File: src/design/sarc_pkg.sv
`default_nettype none
// ----------------------------------------------------------------------------
// sarc_pkg
// Shared constants and types for the summed-area rectangle counter.
// ----------------------------------------------------------------------------
package sarc_pkg;

    // Field widths fixed by the item formats.
    localparam int ENTRY_W   = 15;
    localparam int SUM_W     = 8;
    localparam int CFG_W     = 8;
    localparam int CFG_IDX_W = 2;
    localparam int CORNER_W  = 7;

    // Default grid limits.
    localparam int DEF_MAX_ROWS = 128;
    localparam int DEF_MAX_COLS = 128;

    // Configuration register indexes and reset values.
    localparam logic [CFG_IDX_W-1:0] REG_ROWS = 2'd0;
    localparam logic [CFG_IDX_W-1:0] REG_COLS = 2'd1;
    localparam logic [CFG_W-1:0]     ROWS_RESET = 8'd128;
    localparam logic [CFG_W-1:0]     COLS_RESET = 8'd128;

    // Per-cell load information handed from the load sequencer to the top.
    typedef struct packed {
        logic             above_zero;
        logic [SUM_W-1:0] sum;
    } t_load_flags;

endpackage
`default_nettype wire

File: src/design/sarc_load_seq.sv
`default_nettype none
// ----------------------------------------------------------------------------
// sarc_load_seq
// Load position, running row sum and table-ready flag for the grid build.
// ----------------------------------------------------------------------------
module sarc_load_seq #(
    parameter int MAX_ROWS = sarc_pkg::DEF_MAX_ROWS,
    parameter int MAX_COLS = sarc_pkg::DEF_MAX_COLS,
    localparam int RW  = $clog2(MAX_ROWS),
    localparam int CW  = $clog2(MAX_COLS),
    localparam int DRW = $clog2(MAX_ROWS + 1),
    localparam int DCW = $clog2(MAX_COLS + 1)
) (
    input  wire logic                  i_clk,
    input  wire logic                  i_rst_n,
    input  wire logic                  i_restart,
    input  wire logic                  i_step,
    input  wire logic                  i_cell_marked,
    input  wire logic [DRW-1:0]        i_rows,
    input  wire logic [DCW-1:0]        i_cols,
    output logic      [RW-1:0]         o_row,
    output logic      [CW-1:0]         o_col,
    output sarc_pkg::t_load_flags      o_flags,
    output logic                       o_grid_ready
);

    logic [RW-1:0]              r_row, n_row;
    logic [CW-1:0]              r_col, n_col;
    logic [sarc_pkg::SUM_W-1:0] r_sum, n_sum;
    logic                       r_ready, n_ready;

    logic                       wrap;
    logic [RW-1:0]              eff_row;
    logic [CW-1:0]              eff_col;
    logic [sarc_pkg::SUM_W-1:0] base_sum;
    logic [sarc_pkg::SUM_W-1:0] step_sum;
    logic [31:0]                row_inc;
    logic [31:0]                col_inc;

    always_comb begin
        // A finished grid, or a position left outside a shrunken grid, starts over.
        wrap = r_ready || (32'(r_row) >= 32'(i_rows)) || (32'(r_col) >= 32'(i_cols));
        eff_row  = wrap ? '0 : r_row;
        eff_col  = wrap ? '0 : r_col;
        base_sum = wrap ? '0 : r_sum;
        step_sum = base_sum + sarc_pkg::SUM_W'(i_cell_marked);
        row_inc  = 32'(eff_row) + 32'd1;
        col_inc  = 32'(eff_col) + 32'd1;

        n_row   = r_row;
        n_col   = r_col;
        n_sum   = r_sum;
        n_ready = r_ready;
        if (i_restart) begin
            n_row   = '0;
            n_col   = '0;
            n_sum   = '0;
            n_ready = 1'b0;
        end else if (i_step) begin
            if (col_inc >= 32'(i_cols)) begin
                n_col = '0;
                n_sum = '0;
                if (row_inc >= 32'(i_rows)) begin
                    n_row   = '0;
                    n_ready = 1'b1;
                end else begin
                    n_row   = row_inc[RW-1:0];
                    n_ready = 1'b0;
                end
            end else begin
                n_col   = col_inc[CW-1:0];
                n_sum   = step_sum;
                n_row   = eff_row;
                n_ready = 1'b0;
            end
        end
    end

    always_ff @(posedge i_clk) begin
        if (!i_rst_n) begin
            r_row   <= '0;
            r_col   <= '0;
            r_sum   <= '0;
            r_ready <= 1'b0;
        end else begin
            r_row   <= n_row;
            r_col   <= n_col;
            r_sum   <= n_sum;
            r_ready <= n_ready;
        end
    end

    assign o_row              = eff_row;
    assign o_col              = eff_col;
    assign o_flags.above_zero = (eff_row == '0);
    assign o_flags.sum        = step_sum;
    assign o_grid_ready       = r_ready;

endmodule
`default_nettype wire

File: config.mk
export PLATFORM = sky130hd
export DESIGN_NAME = sarc_load_seq
export DESIGN_NICKNAME = d
export VERILOG_FILES = /design/src/design/sarc_pkg.sv /design/src/design/sarc_load_seq.sv
export SDC_FILE = /design/constraint.sdc
export NUM_CORES = 1
export LEC_CHECK = 0
export BUFFER_PORTS_ARGS = -buffer_cell sky130_fd_sc_hd__buf_2
export CAP_MARGIN = 15
export CORE_ASPECT_RATIO = 1.1
export CORE_MARGIN = 2
export CORE_UTILIZATION = 32
export CTS_CLUSTER_DIAMETER = 80
export DETAILED_ROUTE_END_ITERATION = 12
export GPL_TIMING_DRIVEN = 0
export PLACE_DENSITY = 0.48
export SYNTH_ARGS = -nofsm -noshare
export SYNTH_HDL_FRONTEND = slang
export SYNTH_SLANG_ARGS = --single-unit
File: constraint.sdc
create_clock -name i_clk -period 12.18 [get_ports i_clk]
set_clock_uncertainty 0.1 [all_clocks]
set_input_delay 0.609 -clock i_clk [delete_from_list [all_inputs] [get_ports i_clk]]
set_output_delay 0.609 -clock i_clk [all_outputs]
set_load 0.02 [all_outputs]
==> results.json <==
{
  "max_freq_mhz": 205,
  "via_per_inst": 5.23,
  "dp_hpwl_um": 4900,
  "nets": 402,
  "relSlewSlack_pct": 58.7,
  "yosysWarnings": 0,
  "post-place-ws_ns": 6.97,
  "power.switching_mw": 0.0431,
  "clkPwrFrac_pct": 34.1,
  "maxCapViolCount": 0,
  "initial_core_util_pct": 32.9,
  "grt_max_degree": 13,
  "diodes": 0,
  "gr-usage-all-layers_pct": 16.1,
  "rsz0062_at_grt": "false",
  "io-pin-count": 45,
  "final_common_cell": "buf_2",
  "drv_slew": 0,
  "drive_above_1_share_pct": 19.4,
  "cp-startpoint": "i_rows[5]",
  "combPwrFrac_pct": 16.0,
  "final_antenna_net_count": 0,
  "swShare_pct": 28.4,
  "setup.worst_path.end": "r_sum[5]",
  "r2r-end": "r_sum[5]",
  "antenna_found_initial": 0,
  "cts_tree": "done",
  "drtPass1Iterations": 4,
  "ys_ff_latch": 23,
  "clock-sinks": 23,
  "hold_path_class": "reg -> reg",
  "vias": 2247,
  "tightestPinTransition_ns": 0.618,
  "cts_buffers": 3,
  "cts_resized": 0,
  "nFillCells": 778,
  "core_mm2": 0.00697,
  "syn_inst": 297,
  "power_frac_seq_pct": 49.9,
  "setup_viol": 0,
  "async_reset_ff_share_pct": 0,
  "die_h_um": 92.7,
  "grt.overflow.total": 0,
  "drc": 0,
  "status": "finished, final reports clean",
  "startpoint_type": "input pin",
  "core.rowCount": 32,
  "yosysUniqueCellTypes": 50,
  "synthesis.area_mm2": 0.00229,
  "cp_max_fo": 10,
  "syn_to_final_growth_pct": 16.2,
  "ys.flop_type": "dfxtp_1",
  "hold_buffers": 0,
  "first_iter_violations": 61,
  "cts-root-buf": "clkbuf_8",
  "htree_levels": 1,
  "setup_ws_ns": 7.29,
  "synth_edf_count": 0,
  "power_density_mw_per_mm2": 57.0,
  "worstPathRequired_ns": 12.28,
  "die_w_um": 84.7,
  "io_buffers": 44,
  "syn_area_per_cell_um2": 7.71,
  "min_period_over_period_pct": 40.1,
  "vdd_ir_drop_max_uv": 36.6,
  "clk_pin_slew_worst_paths_ns": 0.10,
  "p_leak_nw": 1.29,
  "timing_worst_setup_path_type": "in -> reg",
  "r2r_start": "r_row[5]",
  "cp-end-kind": "flip-flop",
  "routedWlPerCell_um": 14.4,
  "wirelength_um": 6190,
  "layout.cells.most_common_list": "buf_2 (46), ha_1 (35), inv_1 (34)",
  "p_int_mw": 0.109,
  "clock_latency_ns": 0.27,
  "setup_tns_ns": 0,
  "reg2regPathDepth": 19,
  "syn_nets": 353,
  "place_congestion": 0.744,
  "design.die.area_mm2": 0.00785,
  "grt_pass1_vias": 2208,
  "synth_seq_area_share_pct": 20.1,
  "postCtsSetupBuffers": 0,
  "clockBufferDepth": 2,
  "rrSetupSlack_ns": 7.32,
  "cp.arrival_ns": 4.99,
  "min_period_ns": 4.89,
  "grt_pass1_wl_um": 10400,
  "hold_viol": 0
}
power by group through the flow:
stage	Clock, mW	Sequential, mW	Combinational [mW]
global route	0.0555	0.0758	0.0280
floorplan	0	0.0774	0.0162
detailed placement	0	0.0775	0.0247
finish	0.0517	0.0757	0.0244
CTS	0.0526	0.0757	0.0248
global placement	0	0.0775	0.0243
cell usage after synthesis, types with 2 or more instances:
cell      instances  area, um2
nor2_1           20       75.1
and3_1            5       31.3
dfxtp_1          23        460
a41oi_1           9       78.8
and2_1            7       43.8
nor2b_1           4       25.0
o211ai_1          2       15.0
buf_6             5       56.3
nor3_1            4       20.0
ha_1             35        438
nor4_2            2       25.0
nand2_1          27        101
xor2_1            4       35.0
buf_2             2       10.0
nand4_1           8       50.1
a21oi_2           2       17.5
nand2b_1          5       31.3
xnor2_1           3       26.3
a21oi_1          23        115
a32o_1            2       20.0
inv_1            34        128
a211o_1           2       17.5
a21o_1            5       37.5
clkbuf_1          7       26.3
o22ai_1           9       56.3
o21ai_0           5       25.0
nand3_1          20        100
metal layers:
| layer | vias to the layer above | part of all wire (%) | GRT usage, % |
|---|---|---|---|
| li1 | 1172 | - | - |
| met1 | 1035 | 46 | 20.2 |
| met2 | 36 | 50 | 29.1 |
| met3 | 4 | 3.2 | 2.67 |
| met4 | 0 | 0.65 | 2.51 |
| met5 | - | 0 | 0 |
cells by family (layout without fill, tap and decap cells):
kind of cell,Yosys count,count (layout),share of synthesized area (%)
buffers and inverters,49,97,9.94
AO/OA/AOI/OAI,74,74,23.3
flip-flops,23,23,20.1
AND/OR/NAND/NOR,109,109,24.9
adder cells (fa/ha/maj),35,35,19.1
XOR/XNOR,7,7,2.68
worst min-delay path by stage:
stage | start | end | slack, ns | depth (start not counted)
after global placement | r_sum[0] | r_sum[0] | 0.35 | 2
final | r_sum[0] | r_sum[0] | 0.36 | 2
after CTS | r_sum[0] | r_sum[0] | 0.36 | 2
after detailed placement | r_sum[0] | r_sum[0] | 0.35 | 2
after floorplan | r_sum[0] | r_sum[0] | 0.34 | 2
after global routing | r_sum[0] | r_sum[0] | 0.38 | 2
critical path: stages:
cell and delay, ns:
buf_2 0.07, inv_1 0.05, ha_1 0.30, a21o_1 0.19, a221oi_2 0.28, o221ai_2 0.18, a21oi_2 0.16, clkbuf_1 0.41
and2_1 0.23, ha_1 0.25, nand3_1 0.16, inv_1 0.12, nand4_1 0.13, a21oi_1 0.19, ha_1 0.26, a21o_1 0.18
a221o_1 0.39, a21oi_4 0.22, buf_6 0.19, nand4_4 0.19, o22ai_1 0.22
state kept, by name (all words and copies together) (netlist names):
signal,cells
o_grid_ready,1
r_row,7
r_col,7
r_sum,8
cell type report:
cell class	instances	area, um2	area share (%)
Multi-Input combinational cell	225	1600	60.2
Sequential cell	23	460	17.3
Timing Repair Buffer	44	220	8.27
Inverter	34	128	4.79
Tap cell	85	106	3.99
Buffer	15	100	3.76
Clock buffer	4	45.0	1.69
per-stage QoR:
step	cell area, um2	instances	util [%]	hold slack (ns)	power, mW
after floorplan	2290	297	-	0.336	0.0936
after global placement	2620	426	37.6	0.351	0.102
after detailed placement	2620	426	37.6	0.349	0.102
after CTS	2660	430	38.2	0.363	0.153
after global routing	2660	430	38.2	0.381	0.159
final	2660	430	38.2	0.361	0.152
Note: power is estimated with default switching activity, not from simulation.
